**config.mk**
```make
export PLATFORM = sky130hd
export DESIGN_NAME = ggs_back
export DESIGN_NICKNAME = d
export VERILOG_FILES = /design/src/ggs_pkg.sv /design/src/ggs_back.sv
export SDC_FILE = /design/constraint.sdc
export NUM_CORES = 1
export LEC_CHECK = 0
export ABC_CLOCK_PERIOD_IN_PS = 8450
export BUFFER_PORTS_ARGS = -buffer_cell sky130_fd_sc_hd__buf_2
export CAP_MARGIN = 10
export CORE_ASPECT_RATIO = 1.4
export CORE_MARGIN = 1.5
export CORE_UTILIZATION = 31
export CTS_BUF_LIST = sky130_fd_sc_hd__clkbuf_4
export DETAILED_ROUTE_END_ITERATION = 10
export MAX_ROUTING_LAYER = met4
export SLEW_MARGIN = 20
export SYNTH_ARGS = -nofsm -noshare
export SYNTH_HDL_FRONTEND = slang
export SYNTH_SLANG_ARGS = --single-unit
```
**constraint.sdc**
```tcl
create_clock -name clk -period 8.45 [get_ports clk]
set_input_delay 0.4225 -clock clk [delete_from_list [all_inputs] [get_ports clk]]
set_output_delay 0.4225 -clock clk [all_outputs]
set_load 0.05 [all_outputs]
```
**src/ggs_pkg.sv**
```systemverilog
// Package for the go-to-goal steering block: shared types, constants and the
// arctangent table of the CORDIC cells. No dependencies.
package ggs_pkg;

  // Fixed angles in Q4.12 and Q3.30 radians.
  localparam logic signed [16:0] PI_Q12      = 17'sd12868;
  localparam logic signed [16:0] TWO_PI_Q12  = 17'sd25736;
  localparam logic signed [33:0] HALF_PI_Q30 = 34'sd1686629713;

  // Square root of a 34 bit radicand, two radicand bits per step.
  localparam int SQRT_STEPS = 17;

  // Configuration register indexes.
  typedef enum logic [2:0] {
    CFG_GOAL_X           = 3'd0,
    CFG_GOAL_Y           = 3'd1,
    CFG_HEADING_DEADBAND = 3'd2,
    CFG_ARRIVAL_RADIUS   = 3'd3,
    CFG_SPEED_GAIN       = 3'd4
  } cfg_idx_t;

  // Data carried along the row of cells.
  typedef struct packed {
    logic        [33:0] sq_n;  // radicand, consumed two bits per step from the top
    logic        [19:0] rem;   // square root partial remainder
    logic        [16:0] root;  // square root partial result (distance when done)
    logic signed [31:0] x;     // CORDIC vector
    logic signed [31:0] y;
    logic signed [33:0] z;     // accumulated angle, 2^-30 rad
    logic               zero;  // offset to goal is zero
    logic signed [14:0] head;  // heading of the pose
  } pipe_t;

  // atan(2^-i) in units of 2^-30 rad, truncated.
  function automatic logic signed [33:0] atan_q30(input int i);
    logic signed [33:0] a;
    case (i)
      0:       a = 34'sd843314856;
      1:       a = 34'sd497837829;
      2:       a = 34'sd263043836;
      3:       a = 34'sd133525158;
      4:       a = 34'sd67021686;
      5:       a = 34'sd33543515;
      6:       a = 34'sd16775850;
      7:       a = 34'sd8388437;
      8:       a = 34'sd4194282;
      9:       a = 34'sd2097149;
      10:      a = 34'sd1048575;
      11:      a = 34'sd524287;
      12:      a = 34'sd262143;
      13:      a = 34'sd131071;
      14:      a = 34'sd65535;
      15:      a = 34'sd32767;
      16:      a = 34'sd16383;
      17:      a = 34'sd8191;
      18:      a = 34'sd4095;
      19:      a = 34'sd2047;
      20:      a = 34'sd1023;
      21:      a = 34'sd511;
      22:      a = 34'sd255;
      23:      a = 34'sd127;
      default: a = 34'sd0;
    endcase
    return a;
  endfunction

endpackage

```
**src/ggs_back.sv**
```systemverilog
// Back end of the steering pipeline: angle rounding, bearing error, wrap,
// arrival and deadband tests, speed product and the output register. Depends on ggs_pkg.
module ggs_back (
  input  logic                  clk,
  input  logic                  rst,
  input  logic        [11:0]    heading_deadband,
  input  logic        [14:0]    arrival_radius,
  input  logic        [7:0]     speed_gain,
  input  logic                  in_valid,
  output logic                  up_ready,
  input  ggs_pkg::pipe_t        in_pipe,
  output logic                  out_valid,
  input  logic                  out_ready,
  output logic signed [14:0]    turn_rate,
  output logic        [14:0]    forward_speed
);

  logic               v1;
  logic signed [16:0] err_raw;
  logic               arrived;
  logic        [24:0] prod;

  logic               en1, en2;
  logic signed [33:0] z_rnd;
  logic signed [15:0] bearing;
  logic signed [16:0] e1, e2, mag;
  logic        [16:0] spd;
  logic        [14:0] spd_sat;

  assign en2      = !out_valid || out_ready;
  assign en1      = !v1 || en2;
  assign up_ready = en1;

  // Round the angle to Q3.12: add half an LSB, shift down 18.
  assign z_rnd   = in_pipe.z + 34'sd131072;
  assign bearing = in_pipe.zero ? 16'sd0 : z_rnd[33:18];

  always_comb begin
    e1 = err_raw;
    if (e1 < -ggs_pkg::PI_Q12) e1 = e1 + ggs_pkg::TWO_PI_Q12;
    e2 = e1;
    if (e2 > ggs_pkg::PI_Q12) e2 = e2 - ggs_pkg::TWO_PI_Q12;
    mag     = (e2 < 0) ? -e2 : e2;
    spd     = prod[24:8];
    spd_sat = (spd > 17'd32767) ? 15'h7FFF : spd[14:0];
  end

  always_ff @(posedge clk) begin
    if (rst) begin
      v1        <= 1'b0;
      out_valid <= 1'b0;
    end else begin
      if (en1) v1 <= in_valid;
      if (en2) out_valid <= v1;
    end
  end

  always_ff @(posedge clk) begin
    if (en1) begin
      err_raw <= {bearing[15], bearing} - {{2{in_pipe.head[14]}}, in_pipe.head};
      arrived <= in_pipe.root < {2'b00, arrival_radius};
      prod    <= {8'd0, in_pipe.root} * {17'd0, speed_gain};
    end
    if (en2) begin
      if (arrived) begin
        turn_rate     <= '0;
        forward_speed <= '0;
      end else begin
        turn_rate     <= e2[14:0];
        forward_speed <= (mag > {5'd0, heading_deadband}) ? 15'd0 : spd_sat;
      end
    end
  end

endmodule
```
### Word level (Yosys, flattened, before mapping)

Cells that the tools add are included.

| cells by class | value |
|---|---|
| $mul | 1 |
| mux-type cells | 5 |
| add/subtract/negate cells | 5 |
| magnitude comparators | 6 |
| reduce and logical (&&, ||, !) cells | 5 |

Operators with widths:

| operator | number |
|---|---|
| 17-bit 2-to-1 mux | 3 |
| 34-bit by 19-bit adder with 34-bit output, second input constant | 1 |
| 17-bit by 15-bit greater-than comparator with 1-bit output, second input constant | 2 |
| 17-bit by 8-bit multiplier with 25-bit output | 1 |
| 17-bit by 16-bit adder with 17-bit output, second input constant | 1 |
| 17-bit by 12-bit greater-than comparator with 1-bit output | 1 |
| 17-bit by 1-bit less-than comparator with 1-bit output, second input constant | 1 |
| 17-bit by 15-bit less-than comparator with 1-bit output | 1 |
| 17-bit by 15-bit less-than comparator with 1-bit output, second input constant | 1 |
| 17-bit negation | 1 |
| 16-bit by 15-bit subtractor with 17-bit output | 1 |
| 17-bit by 16-bit subtractor with 17-bit output, second input constant | 1 |
| 16-bit 2-to-1 mux | 1 |
| 15-bit 2-to-1 mux | 1 |
| 1-bit zero test | 2 |
| 1-bit logical OR | 2 |
| 2-bit OR reduction | 1 |

| word-level totals | value |
|---|---|
| output and inout port bits | 32 |
| bits of input ports | 224 |
| word-level logic and storage cells | 29 |
| flip-flop bits (word level) | 75 |

### Logic depth before layout (Yosys ltp)

Gate-level depths: netlist (run 1).

| logic depth | value |
|---|---|
| word-level depth | 8 |
| gate-level depth with buffers | 32 |
| mapped depth without buffers | 28 |

### Least setup slack after synthesis (run 1)

Ideal clock, no wire load.

| path | value |
|---|---|
| path kind | register -> register |
| start | register err_raw[4] |
| end | register forward_speed[10] (data pin) |
| stages on the path, launching flop included | 30 |
| data arrival time | 5712 ps |
| period minus slack after synthesis | 5966 ps |
| slack | 2484 ps |
| setup time | 253 ps |
| required time | 8197 ps |
| buffers on the path | 3 |
| path through | edfxtp_1 -> ha_1 -> a31oi_1 -> nor4_4 -> nor3_4 -> buf_2 -> xnor2_1 -> ha_1 -> nand2_1 -> and4_1 -> o31a_1 -> o221ai_2 -> buf_4 -> nand4_2 -> a221o_1 -> nor3_4 -> nor2_1 -> xnor2_1 -> ha_1 -> nand4_1 -> or3_1 -> o2111ai_1 -> a21o_1 -> a21o_1 -> a21oi_1 -> o221a_2 -> o211a_1 -> o21ai_2 -> buf_6 -> nor2_2 |

| on the way | value |
|---|---|
| longest elaborated chain between the ends | 8 |
| elaborated cells on any way between the ends | 11 |
| those cells by class | add/sub (3); order compare (4); mux (3); reduce/logical (1) |

RTL lines:

| element | line | text |
|---|---|---|
| from (decl) | ggs_back.sv:19 | `logic signed [16:0] err_raw;` |
| from (signal assigned) | ggs_back.sv:60 | `err_raw <= {bearing[15], bearing} - {{2{in_pipe.head[14]}}, in_pipe.head};` |
| 17-bit by 16-bit adder with 17-bit output / 17-bit by 15-bit less-than comparator with 1-bit output (equally long branches) | ggs_back.sv:40 | `if (e1 < -ggs_pkg::PI_Q12) e1 = e1 + ggs_pkg::TWO_PI_Q12;` |
| 17-bit 2-to-1 mux * | ggs_back.sv:40 |  |
| 17-bit by 16-bit subtractor with 17-bit output / 17-bit by 15-bit greater-than comparator with 1-bit output (equally long branches) | ggs_back.sv:42 | `if (e2 > ggs_pkg::PI_Q12) e2 = e2 - ggs_pkg::TWO_PI_Q12;` |
| 17-bit 2-to-1 mux * | ggs_back.sv:42 |  |
| 17-bit negation / 17-bit by 1-bit less-than comparator with 1-bit output (equally long branches) | ggs_back.sv:43 | `mag = (e2 < 0) ? -e2 : e2;` |
| 17-bit 2-to-1 mux * | ggs_back.sv:43 |  |
| 17-bit by 12-bit greater-than comparator with 1-bit output * | ggs_back.sv:70 | `forward_speed <= (mag > {5'd0, heading_deadband}) ? 15'd0 : spd_sat;` |
| 2-bit OR reduction (no source line) * | n/a |  |
| to (signal assigned) | ggs_back.sv:70 |  |
| to (decl) | ggs_back.sv:15 | `output logic [14:0] forward_speed` |

Every way passes the cells marked *; elsewhere a longest branch is shown, timed or not.
A chain may end at the register's enable or synchronous reset.

### Final worst setup path (run 1)

| path | value |
|---|---|
| start | register err_raw[3] |
| end | register forward_speed[2] (data pin) |

Same word-level chain as after synthesis.

==> run_summary.xml, run 1 <==
<?xml version="1.0" encoding="UTF-8"?>
<metrics>
  <group name="finish">
    <metric name="final_core_util" unit="%">34.9</metric>
    <metric name="total_area_of_multi_input_combinational_cells" unit="µm²">6860</metric>
    <metric name="leading_cell_type_in_the_layout_fill_and_taps_excluded" unit="">inv_1</metric>
    <metric name="number_of_nets_in_the_finished_design" unit="">1604</metric>
    <metric name="fillerInstances" unit="">3175</metric>
    <metric name="layout-drive-gt1-share" unit="%">14.1</metric>
    <metric name="most_used_cells_in_the_layout_excluding_fill_and_tap_cells" unit="">162 x inv_1, 120 x buf_2, 108 x nor2_1, 104 x nand2_1, 90 x fa_1</metric>
    <metric name="area.growth.synth_to_final" unit="%">11.1</metric>
    <metric name="area.sequential" unit="µm²">1990</metric>
  </group>
  <group name="grt">
    <metric name="globalRouteOverflowTotal" unit="">0</metric>
    <metric name="via_count_of_the_first_global_routing_pass" unit="">8147</metric>
    <metric name="largest_net_degree_at_the_start_of_global_routing" unit="">36</metric>
    <metric name="grt_antenna_before_repair" unit="">2</metric>
    <metric name="global_route.usage.total" unit="%">14.9</metric>
    <metric name="grt_first_pass_wirelength" unit="µm">38100</metric>
  </group>
  <group name="setup_path">
    <metric name="critical_path_required" unit="ps">8620</metric>
    <metric name="worstReg2RegStart" unit="">err_raw[3]$_DFFE_PP_</metric>
    <metric name="r2r_end" unit="">forward_speed[2]$_SDFFCE_PP0P_</metric>
    <metric name="endpoint_of_the_most_critical_setup_path" unit="">forward_speed[2]$_SDFFCE_PP0P_</metric>
    <metric name="r2r_setup_slack" unit="ps">1230</metric>
    <metric name="worstSetupEndpointType" unit="">register</metric>
    <metric name="crit_type" unit="">register to register</metric>
    <metric name="worstSetupStartpoint" unit="">err_raw[3]$_DFFE_PP_</metric>
    <metric name="highest_net_fanout_along_the_worst_path" unit="">15</metric>
    <metric name="critPathMaxStageDelay" unit="ps">540</metric>
    <metric name="ff2ff_path_depth" unit="">27</metric>
    <metric name="critical_path.slowest_cell" unit="">edfxtp_1</metric>
    <metric name="timing.critical_path.from_type" unit="">register</metric>
    <metric name="critical_path_arrival" unit="ps">7390</metric>
  </group>
  <group name="sta">
    <metric name="timing.max_slew.rel_slack" unit="%">39.4</metric>
    <metric name="grt_setup_unrepaired" unit="">false</metric>
    <metric name="slew_violations" unit="">0</metric>
    <metric name="worst_slew_pin_slew" unit="ps">898</metric>
    <metric name="max_freq" unit="GHz">0.138</metric>
    <metric name="timing.final.crit_period" unit="ps">7220</metric>
    <metric name="worst_setup_skew_after_layout" unit="ps">14.2</metric>
    <metric name="timing.final.setup_violations" unit="">0</metric>
    <metric name="timing.setup.tns" unit="ps">0</metric>
    <metric name="hold_viol" unit="">0</metric>
    <metric name="final_min_period_over_clock_period" unit="%">85.5</metric>
  </group>
  <group name="route">
    <metric name="drt_first_iter_violations" unit="">399</metric>
    <metric name="vias" unit="">7875</metric>
    <metric name="drt.antenna.violating_nets" unit="">0</metric>
    <metric name="drtPass1Iterations" unit="">6</metric>
    <metric name="vias_per_cell" unit="">4.93</metric>
    <metric name="routed_wire_length_per_instance" unit="µm">14.2</metric>
    <metric name="drt-total-wl" unit="µm">22600</metric>
    <metric name="total_drc_errors_in_the_routed_layout" unit="">0</metric>
  </group>
  <group name="pwr">
    <metric name="vdd_ir_drop_max" unit="mV">0.116</metric>
    <metric name="cellPowerDensity" unit="nW/µm²">251</metric>
    <metric name="cellLeakagePower" unit="nW">5.11</metric>
  </group>
  <group name="placed_design">
    <metric name="post-dp-hpwl" unit="µm">18500</metric>
    <metric name="gp_congestion" unit="">0.881</metric>
    <metric name="port_buffers" unit="">120</metric>
  </group>
  <group name="clocking">
    <metric name="htree_num_levels" unit="">3</metric>
    <metric name="cts_setup_buffers" unit="">0</metric>
    <metric name="worstSkewPairLatency" unit="ps">430</metric>
    <metric name="post_cts_hold_buffers" unit="">0</metric>
    <metric name="cts.repair.resized" unit="">0</metric>
    <metric name="cts_tree" unit="">done</metric>
    <metric name="path_clk_slew" unit="ps">130</metric>
    <metric name="tritoncts.num_buffers" unit="">9</metric>
    <metric name="cts_num_sinks" unit="">67</metric>
    <metric name="max-clock-path-buffers" unit="">2</metric>
    <metric name="clk_root_buffer_cell" unit="">clkbuf_4</metric>
  </group>
  <group name="synth">
    <metric name="syn_area" unit="µm²">9640</metric>
    <metric name="synth.ff_latch_count" unit="">67</metric>
    <metric name="synthFlopType" unit="">edfxtp_1</metric>
    <metric name="synth-async-reset-ratio" unit="%">0</metric>
    <metric name="synth.net_count" unit="">1506</metric>
    <metric name="portion_of_the_post_synthesis_area_used_by_sequential_elements" unit="%">20.7</metric>
    <metric name="post_synth_num_cell_types" unit="">81</metric>
    <metric name="synth-edff-count" unit="">65</metric>
    <metric name="syn_inst" unit="">1103</metric>
    <metric name="synth.avg_cell_area" unit="µm²">8.74</metric>
    <metric name="synth_warnings" unit="">0</metric>
  </group>
  <group name="run">
    <metric name="cap_violations" unit="">0</metric>
  </group>
  <group name="floorplan">
    <metric name="floorplan.core_area" unit="µm²">30700</metric>
    <metric name="placement_rows" unit="">76</metric>
    <metric name="floorplan.die_area" unit="µm²">32200</metric>
    <metric name="floorplan.io_pins" unit="">256</metric>
    <metric name="start_util" unit="%">31.4</metric>
    <metric name="floorplan.die.width" unit="µm">152</metric>
    <metric name="fp.dieH" unit="µm">212</metric>
  </group>
  <group name="min_path">
    <metric name="min-delay-path-class" unit="">input pin to register</metric>
    <metric name="timing.hold.worst.start" unit="">rst</metric>
  </group>
  <group name="outcome">
    <metric name="outcome" unit="">completed</metric>
  </group>
</metrics>
## where the power goes
part           internal, mW  switching, mW  leakage (nW)
clock network        0.0923          0.133        0.0787
registers             0.560         0.0763         0.726
logic                 0.720           1.11          4.30
## through the flow
stage          total power, mW  cells  cell area (µm²)  hold slack [ps]  setup slack, ps
2_1_floorplan             2.10   1103             9640              463             2480
3_3_place_gp              2.45   1580            10600              472             1340
3_5_place_dp              2.49   1580            10600              506             1290
4_1_cts                   2.73   1596            10700             92.5             1240
5_1_grt                   2.97   1598            10700             94.9              667
6_report                  2.69   1598            10700              147             1230
## final cells by class
cell class	instances	area share, %
multi-input combinational	838	64.0
sequential	67	18.6
timing repair buffer	122	5.74
inverter	163	5.71
tap	390	4.55
clock inverter	7	0.689
clock buffer	9	0.631
antenna	2	0.0467
## per-layer routing
layer	up-vias	track usage, %	wire (µm)	share of wire (%)
li1	3905	-	-	-
met1	3745	16.8	9740	43
met2	192	27.0	11500	51
met3	33	1.37	736	3.3
met4	0	6.26	633	2.8
met5	-	-	0	0
## synthesized netlist by cell type, types with 3 or more instances
master,n,area [µm²]
o21ai_0,37,185
nand3_1,21,105
edfxtp_1,65,1950
mux2i_1,3,30.0
a41oi_1,4,35.0
a21boi_0,10,75.1
nor2b_1,8,50.1
nand2_1,104,390
and4_1,5,43.8
inv_1,163,612
or4_1,4,30.0
nor2_2,10,62.6
nand2b_1,10,62.6
a31oi_1,13,81.3
o31ai_1,9,67.6
or3_1,5,31.3
and2_1,78,488
xor2_1,28,245
o211ai_1,4,30.0
ha_1,89,1110
o21a_1,9,67.6
buf_6,5,56.3
clkbuf_1,24,90.1
a21o_1,17,128
nor2_1,108,405
nor4_1,7,43.8
xnor2_1,34,298
a311o_1,4,40.0
a21oi_1,31,155
buf_2,3,15.0
nor3_4,3,48.8
nor3_1,15,75.1
a31o_2,3,26.3
fa_1,90,1800
and3_1,9,56.3
nand4_1,14,87.6
## how the worst min path moves through the flow
stage | slack [ps] | depth (start not counted) | to
6_report | 150 | 2 | out_valid$_SDFFE_PP0P_
4_1_cts | 90 | 2 | out_valid$_SDFFE_PP0P_
3_5_place_dp | 510 | 2 | out_valid$_SDFFE_PP0P_
5_1_grt | 90 | 2 | out_valid$_SDFFE_PP0P_
3_3_place_gp | 470 | 2 | out_valid$_SDFFE_PP0P_
2_1_floorplan | 460 | 2 | out_valid$_SDFFE_PP0P_
## cells by family (layout without fill, tap and decap cells)
group	after synthesis	after routing	synth area share (%)
simple gates	414	414	21.9
buf+inv	198	301	8.21
fa+ha+maj	179	179	30.2
compound gates	178	178	12.8
flops	67	67	20.7
xor+xnor	62	62	5.63
mux	5	5	0.545
other cells	0	2	0
## flip-flops by register name, indices dropped and copies added, names as in the netlist
| name | count |
|---|---|
| prod | 17 |
| forward_speed | 15 |
| v1 | 1 |
| arrived | 1 |
| err_raw | 17 |
| out_valid | 1 |
| turn_rate | 15 |
## critical path, delay by kind of cell (launching register included)
family,cells,cell delay [ps]
flip-flops,1,540
XOR/XNOR,1,160
AND/OR/NAND/NOR,11,2290
adder cells (fa/ha/maj),3,910
AO/OA/AOI/OAI,12,3070
Note: power is estimated with default switching activity, not from simulation.
==> run 2: changes to the inputs <==
- ABC_CLOCK_PERIOD_IN_PS: 8450 -> 8840
- clock period: 8.45 -> 8.84 ns (I/O delays scaled with it)
==> run 2 against run 1 <==
Compared with the run above: global-route usage fell by 0.13 points; final area stayed put; sequential share of layout area unchanged; power is 4.2% lower; largest power group unchanged; clock-buffer cell count stayed put; combinational power decreased by 4%; clock skew grew 11 ps; routed wire length shrank 0.35%.
==> run_summary.xml, run 2 (synthesized netlist as in run 1, its figures left out) <==
<?xml version="1.0" encoding="UTF-8"?>
<metrics>
  <group name="outcome">
    <metric name="outcome" unit="">completed</metric>
  </group>
  <group name="clocking">
    <metric name="cts_tree" unit="">done</metric>
    <metric name="path_clk_slew" unit="ps">130</metric>
    <metric name="cts.repair.resized" unit="">0</metric>
    <metric name="post_cts_hold_buffers" unit="">0</metric>
    <metric name="max-clock-path-buffers" unit="">2</metric>
    <metric name="worstSkewPairLatency" unit="ps">440</metric>
    <metric name="htree_num_levels" unit="">3</metric>
    <metric name="clk_root_buffer_cell" unit="">clkbuf_4</metric>
    <metric name="tritoncts.num_buffers" unit="">9</metric>
    <metric name="cts_num_sinks" unit="">67</metric>
    <metric name="cts_setup_buffers" unit="">0</metric>
  </group>
  <group name="sta">
    <metric name="hold_viol" unit="">0</metric>
    <metric name="timing.final.crit_period" unit="ps">7470</metric>
    <metric name="timing.setup.tns" unit="ps">0</metric>
    <metric name="timing.final.setup_violations" unit="">0</metric>
    <metric name="timing.max_slew.rel_slack" unit="%">36.3</metric>
    <metric name="max_freq" unit="GHz">0.134</metric>
    <metric name="worst_slew_pin_slew" unit="ps">942</metric>
    <metric name="slew_violations" unit="">0</metric>
    <metric name="grt_setup_unrepaired" unit="">false</metric>
    <metric name="worst_setup_skew_after_layout" unit="ps">25.5</metric>
    <metric name="final_min_period_over_clock_period" unit="%">84.4</metric>
  </group>
  <group name="setup_path">
    <metric name="critical_path_required" unit="ps">9010</metric>
    <metric name="critical_path.slowest_cell" unit="">nor3_2</metric>
    <metric name="worstSetupEndpointType" unit="">register</metric>
    <metric name="highest_net_fanout_along_the_worst_path" unit="">15</metric>
    <metric name="crit_type" unit="">register to register</metric>
    <metric name="critical_path_arrival" unit="ps">7630</metric>
    <metric name="timing.critical_path.from_type" unit="">register</metric>
    <metric name="critPathMaxStageDelay" unit="ps">650</metric>
  </group>
  <group name="floorplan">
    <metric name="floorplan.die_area" unit="µm²">32200</metric>
    <metric name="start_util" unit="%">31.4</metric>
    <metric name="floorplan.die.width" unit="µm">152</metric>
    <metric name="floorplan.core_area" unit="µm²">30700</metric>
    <metric name="fp.dieH" unit="µm">212</metric>
    <metric name="floorplan.io_pins" unit="">256</metric>
    <metric name="placement_rows" unit="">76</metric>
  </group>
  <group name="route">
    <metric name="drt.antenna.violating_nets" unit="">0</metric>
    <metric name="total_drc_errors_in_the_routed_layout" unit="">0</metric>
    <metric name="routed_wire_length_per_instance" unit="µm">14.1</metric>
    <metric name="drt_first_iter_violations" unit="">334</metric>
    <metric name="drt-total-wl" unit="µm">22600</metric>
    <metric name="vias_per_cell" unit="">4.94</metric>
    <metric name="drtPass1Iterations" unit="">5</metric>
    <metric name="vias" unit="">7879</metric>
  </group>
  <group name="grt">
    <metric name="via_count_of_the_first_global_routing_pass" unit="">8069</metric>
    <metric name="grt_antenna_before_repair" unit="">1</metric>
    <metric name="global_route.usage.total" unit="%">14.8</metric>
    <metric name="largest_net_degree_at_the_start_of_global_routing" unit="">36</metric>
    <metric name="grt_first_pass_wirelength" unit="µm">37700</metric>
    <metric name="globalRouteOverflowTotal" unit="">0</metric>
  </group>
  <group name="finish">
    <metric name="most_used_cells_in_the_layout_excluding_fill_and_tap_cells" unit="">162 x inv_1, 120 x buf_2, 108 x nor2_1, 104 x nand2_1, 90 x fa_1</metric>
    <metric name="leading_cell_type_in_the_layout_fill_and_taps_excluded" unit="">inv_1</metric>
    <metric name="area.growth.synth_to_final" unit="%">11.1</metric>
    <metric name="number_of_nets_in_the_finished_design" unit="">1603</metric>
    <metric name="layout_top_registers" unit="">err_raw (17), prod (17)</metric>
    <metric name="final_core_util" unit="%">34.9</metric>
    <metric name="layout-drive-gt1-share" unit="%">14.1</metric>
  </group>
  <group name="placed_design">
    <metric name="gp_congestion" unit="">0.880</metric>
    <metric name="port_buffers" unit="">120</metric>
    <metric name="post-dp-hpwl" unit="µm">18400</metric>
  </group>
  <group name="pwr">
    <metric name="cellLeakagePower" unit="nW">5.10</metric>
    <metric name="vdd_ir_drop_max" unit="mV">0.0996</metric>
    <metric name="cellPowerDensity" unit="nW/µm²">240</metric>
  </group>
  <group name="min_path">
    <metric name="min-delay-path-class" unit="">input pin to register</metric>
  </group>
  <group name="run">
    <metric name="cap_violations" unit="">0</metric>
  </group>
</metrics>
run 2: cell type report:
type	instances	area, µm²
fillers	3188	20000
multi-input cells	838	6860
flip-flops and latches	67	1990
inverters	163	612
repair buffers	121	608
well taps	390	488
clock inverters	7	83.8
clock buffers	9	67.6
diodes	1	2.50
run 2: report_power, final:
part | internal, mW | leakage, nW | switching [mW] | total, mW
combinational | 0.687 | 4.30 | 1.06 | 1.75
sequential | 0.535 | 0.726 | 0.0734 | 0.608
clock | 0.0908 | 0.0790 | 0.131 | 0.221
run 2: routing by layer:
layer	part of all wire, %	GRT usage, %	vias up	wire, µm
met2	51	26.8	180	11500
met4	2.7	6.13	0	610
met5	0	-	-	0
li1	-	-	3906	-
met1	44	16.8	3760	9830
met3	2.8	1.11	33	627
run 2: path summary, 6_finish.rpt:
path	from	endpoint	slack [ps]	cells after the start
setup reg to reg	err_raw[3]$_DFFE_PP_	forward_speed[0]$_SDFFCE_PP0P_	1370	27
hold / removal	rst	out_valid$_SDFFE_PP0P_	150	2
setup / recovery	err_raw[3]$_DFFE_PP_	forward_speed[0]$_SDFFCE_PP0P_	1370	27
hold reg to reg	v1$_SDFFE_PP0P_	out_valid$_SDFFE_PP0P_	510	2
run 2: stage by stage:
stage | instance area [µm²] | total power [mW] | std cells | worst slack, ps | hold WS [ps]
6_report | 10700 | 2.57 | 1596 | 1370 | 152
5_1_grt | 10700 | 2.83 | 1596 | 778 | 109
4_1_cts | 10700 | 2.61 | 1595 | 1420 | 98.7
3_5_place_dp | 10600 | 2.37 | 1579 | 1440 | 495
3_3_place_gp | 10600 | 2.34 | 1579 | 1490 | 472
2_1_floorplan | 9640 | 2.01 | 1103 | 2870 | 463
run 2: critical path: cells and delay by family, from the launching register on:
| family | cells | cell delay, ps |
|---|---|---|
| AO/OA/AOI/OAI | 12 | 2780 |
| adder cells (fa/ha/maj) | 3 | 890 |
| XOR/XNOR | 1 | 160 |
| flip-flops | 1 | 540 |
| AND/OR/NAND/NOR | 11 | 2800 |
==> run 3: changes to the inputs <==
- ABC_CLOCK_PERIOD_IN_PS: 8840 -> 6730
- clock period: 8.84 -> 6.73 ns (I/O delays scaled with it)
==> run 3 against run 2 <==
Compared with the run above: critical path depth unchanged; highest routed layer unchanged; clock power up 30%; sequential power up 26%; non-clock buffer count up 27; combinational power up 38%; core utilization up 0.71 points; flip-flop and latch count unchanged; first-iteration DRC count down 1.5%; final area up 2.0%; clock-buffer cell count unchanged; sequential share of layout area down 0.37 points; global-route usage about the same.
==> run_summary.xml, run 3 (synthesized netlist as in run 1, its figures left out) <==
<?xml version="1.0" encoding="UTF-8"?>
<metrics>
  <group name="route">
    <metric name="drt_first_iter_violations" unit="">329</metric>
    <metric name="drt-total-wl" unit="µm">22800</metric>
    <metric name="drtPass1Iterations" unit="">5</metric>
    <metric name="total_drc_errors_in_the_routed_layout" unit="">0</metric>
    <metric name="routed_wire_length_per_instance" unit="µm">14.0</metric>
    <metric name="vias" unit="">8031</metric>
    <metric name="drt.antenna.violating_nets" unit="">0</metric>
    <metric name="vias_per_cell" unit="">4.94</metric>
  </group>
  <group name="clocking">
    <metric name="max-clock-path-buffers" unit="">2</metric>
    <metric name="cts_num_sinks" unit="">67</metric>
    <metric name="clk_root_buffer_cell" unit="">clkbuf_4</metric>
    <metric name="cts_tree" unit="">done</metric>
    <metric name="cts.repair.resized" unit="">0</metric>
    <metric name="worstSkewPairLatency" unit="ps">440</metric>
    <metric name="post_cts_hold_buffers" unit="">1</metric>
    <metric name="htree_num_levels" unit="">3</metric>
    <metric name="cts_setup_buffers" unit="">0</metric>
    <metric name="path_clk_slew" unit="ps">130</metric>
    <metric name="tritoncts.num_buffers" unit="">9</metric>
  </group>
  <group name="sta">
    <metric name="final_critical_path_setup_slack" unit="ps">504</metric>
    <metric name="timing.setup.tns" unit="ps">0</metric>
    <metric name="slew_violations" unit="">0</metric>
    <metric name="final_min_period_over_clock_period" unit="%">92.5</metric>
    <metric name="max_freq" unit="GHz">0.161</metric>
    <metric name="worst_slew_pin_slew" unit="ps">658</metric>
    <metric name="hold_viol" unit="">0</metric>
    <metric name="timing.final.crit_period" unit="ps">6230</metric>
    <metric name="worst_setup_skew_after_layout" unit="ps">29.6</metric>
    <metric name="timing.max_slew.rel_slack" unit="%">56.1</metric>
    <metric name="timing.final.setup_violations" unit="">0</metric>
    <metric name="grt_setup_unrepaired" unit="">false</metric>
  </group>
  <group name="pwr">
    <metric name="vdd_ir_drop_max" unit="mV">0.130</metric>
    <metric name="power.share.combinational" unit="%">69.5</metric>
    <metric name="switching_share" unit="%">48.4</metric>
    <metric name="cellPowerDensity" unit="nW/µm²">317</metric>
    <metric name="cellInternalPower" unit="mW">1.79</metric>
    <metric name="power_frac_seq" unit="%">22.2</metric>
    <metric name="power.net_switching" unit="mW">1.68</metric>
    <metric name="cellLeakagePower" unit="nW">5.24</metric>
    <metric name="power.clock.fraction" unit="%">8.3</metric>
  </group>
  <group name="grt">
    <metric name="grt_first_pass_wirelength" unit="µm">38100</metric>
    <metric name="global_route.usage.total" unit="%">14.8</metric>
    <metric name="via_count_of_the_first_global_routing_pass" unit="">8102</metric>
    <metric name="largest_net_degree_at_the_start_of_global_routing" unit="">37</metric>
    <metric name="grt_antenna_before_repair" unit="">3</metric>
    <metric name="globalRouteOverflowTotal" unit="">0</metric>
  </group>
  <group name="finish">
    <metric name="layout-drive-gt1-share" unit="%">15.9</metric>
    <metric name="most_used_cells_in_the_layout_excluding_fill_and_tap_cells" unit="">162 x inv_1, 120 x buf_2, 108 x nor2_1, 104 x nand2_1, 90 x fa_1</metric>
    <metric name="area.sequential" unit="µm²">1990</metric>
    <metric name="area.growth.synth_to_final" unit="%">13.4</metric>
    <metric name="layout_top_registers" unit="">err_raw (17), prod (17)</metric>
    <metric name="leading_cell_type_in_the_layout_fill_and_taps_excluded" unit="">inv_1</metric>
    <metric name="fillerInstances" unit="">3226</metric>
    <metric name="total_area_of_multi_input_combinational_cells" unit="µm²">6860</metric>
    <metric name="number_of_nets_in_the_finished_design" unit="">1630</metric>
  </group>
  <group name="setup_path">
    <metric name="highest_net_fanout_along_the_worst_path" unit="">15</metric>
    <metric name="ff2ff_path_depth" unit="">27</metric>
    <metric name="worstSetupEndpointType" unit="">register</metric>
    <metric name="crit_type" unit="">register to register</metric>
    <metric name="r2r_setup_slack" unit="ps">500</metric>
    <metric name="critical_path_required" unit="ps">6910</metric>
    <metric name="worstReg2RegStart" unit="">err_raw[13]$_DFFE_PP_</metric>
    <metric name="timing.critical_path.from_type" unit="">register</metric>
    <metric name="r2r_end" unit="">forward_speed[1]$_SDFFCE_PP0P_</metric>
    <metric name="critical_path_arrival" unit="ps">6410</metric>
    <metric name="worstSetupStartpoint" unit="">err_raw[13]$_DFFE_PP_</metric>
  </group>
  <group name="outcome">
    <metric name="outcome" unit="">completed</metric>
  </group>
  <group name="floorplan">
    <metric name="fp.dieH" unit="µm">212</metric>
    <metric name="floorplan.die_area" unit="µm²">32200</metric>
    <metric name="floorplan.core_area" unit="µm²">30700</metric>
    <metric name="floorplan.io_pins" unit="">256</metric>
    <metric name="floorplan.die.width" unit="µm">152</metric>
    <metric name="start_util" unit="%">31.4</metric>
    <metric name="placement_rows" unit="">76</metric>
  </group>
  <group name="run">
    <metric name="cap_violations" unit="">0</metric>
  </group>
  <group name="placed_design">
    <metric name="post-dp-hpwl" unit="µm">18700</metric>
    <metric name="gp_congestion" unit="">0.866</metric>
    <metric name="port_buffers" unit="">120</metric>
    <metric name="dp_slack" unit="ps">502</metric>
  </group>
  <group name="min_path">
    <metric name="min-delay-path-class" unit="">input pin to register</metric>
    <metric name="timing.hold.worst.start" unit="">in_valid</metric>
    <metric name="hold-path-cell-count" unit="">3</metric>
    <metric name="whs_endpoint" unit="">v1$_SDFFE_PP0P_</metric>
  </group>
</metrics>
run 3: changes by cell type in the layout (fill, tap and decap cells not counted):
cell           change
a2111oi_1          -1
buf_12             +1
buf_4             +25
clkinv_4           -1
diode_2            +2
a2111oi_0          +1
inv_8              -1
inv_6              +2
dlygate4sd3_1      +1
run 3: worst max-delay path, stage by stage, from the launching register on:
cell and delay [ps]:
edfxtp_1 520, a311o_1 340, and3_1 320, nor3_4 390
nor2_1 70, a21oi_1 280, ha_1 200, nand2_1 80
and4_1 210, o31a_1 260, o221ai_2 360, nand4_2 170
a221o_1 430, nor3_4 240, nor2_1 70, xnor2_1 150
ha_1 300, nand4_1 120, or3_1 360, o2111ai_1 90
a21o_1 140, a21o_1 110, a21oi_1 60, o221a_2 240
o211a_1 140, o21ai_2 90, buf_12 180, nor2_1 60
run 3: metrics by stage:
step / cell area [µm²] / std cells / util (%) / hold slack (ps) / total power [mW]
floorplan: 9640 / 1103 / - / 409 / 2.64
global placement: 10800 / 1605 / 35.1 / 472 / 3.16
detailed placement: 10800 / 1605 / 35.1 / 491 / 3.20
CTS: 10900 / 1622 / 35.6 / 76.3 / 3.51
global route: 10900 / 1625 / 35.6 / 91.1 / 3.82
finish: 10900 / 1625 / 35.6 / 123 / 3.47
run 3: worst max path at each step:
stage	endpoint	slack [ps]	cells after the start
floorplan	forward_speed[10]$_SDFFCE_PP0P_	760	29
global placement	forward_speed[14]$_SDFFCE_PP0P_	550	27
detailed placement	forward_speed[0]$_SDFFCE_PP0P_	500	27
CTS	forward_speed[0]$_SDFFCE_PP0P_	430	27
global route	forward_speed[0]$_SDFFCE_PP0P_	50	28
finish	forward_speed[1]$_SDFFCE_PP0P_	500	27
run 3: area by class of cell:
| type | count | area share, % |
|---|---|---|
| clock buffer | 9 | 0.618 |
| sequential | 67 | 18.2 |
| timing repair buffer | 148 | 7.55 |
| antenna | 3 | 0.0687 |
| multi-input combinational | 838 | 62.7 |
| clock inverter | 7 | 0.744 |
| inverter | 163 | 5.60 |
| tap | 390 | 4.46 |
run 3: metal layers:
metal	track usage (%)	wire (µm)	up-vias
met5	-	0	-
met4	5.36	496	0
met3	1.25	716	31
met2	27.7	11900	180
met1	16.4	9680	3858
li1	-	-	3962
run 3: power by group through the flow:
stage	Combinational [mW]	Sequential [mW]	Clock (mW)
after floorplan	1.60	1.04	0
after global placement	2.37	0.781	0
after detailed placement	2.42	0.782	0
after CTS	2.43	0.772	0.306
after global routing	2.71	0.788	0.316
final	2.41	0.769	0.288
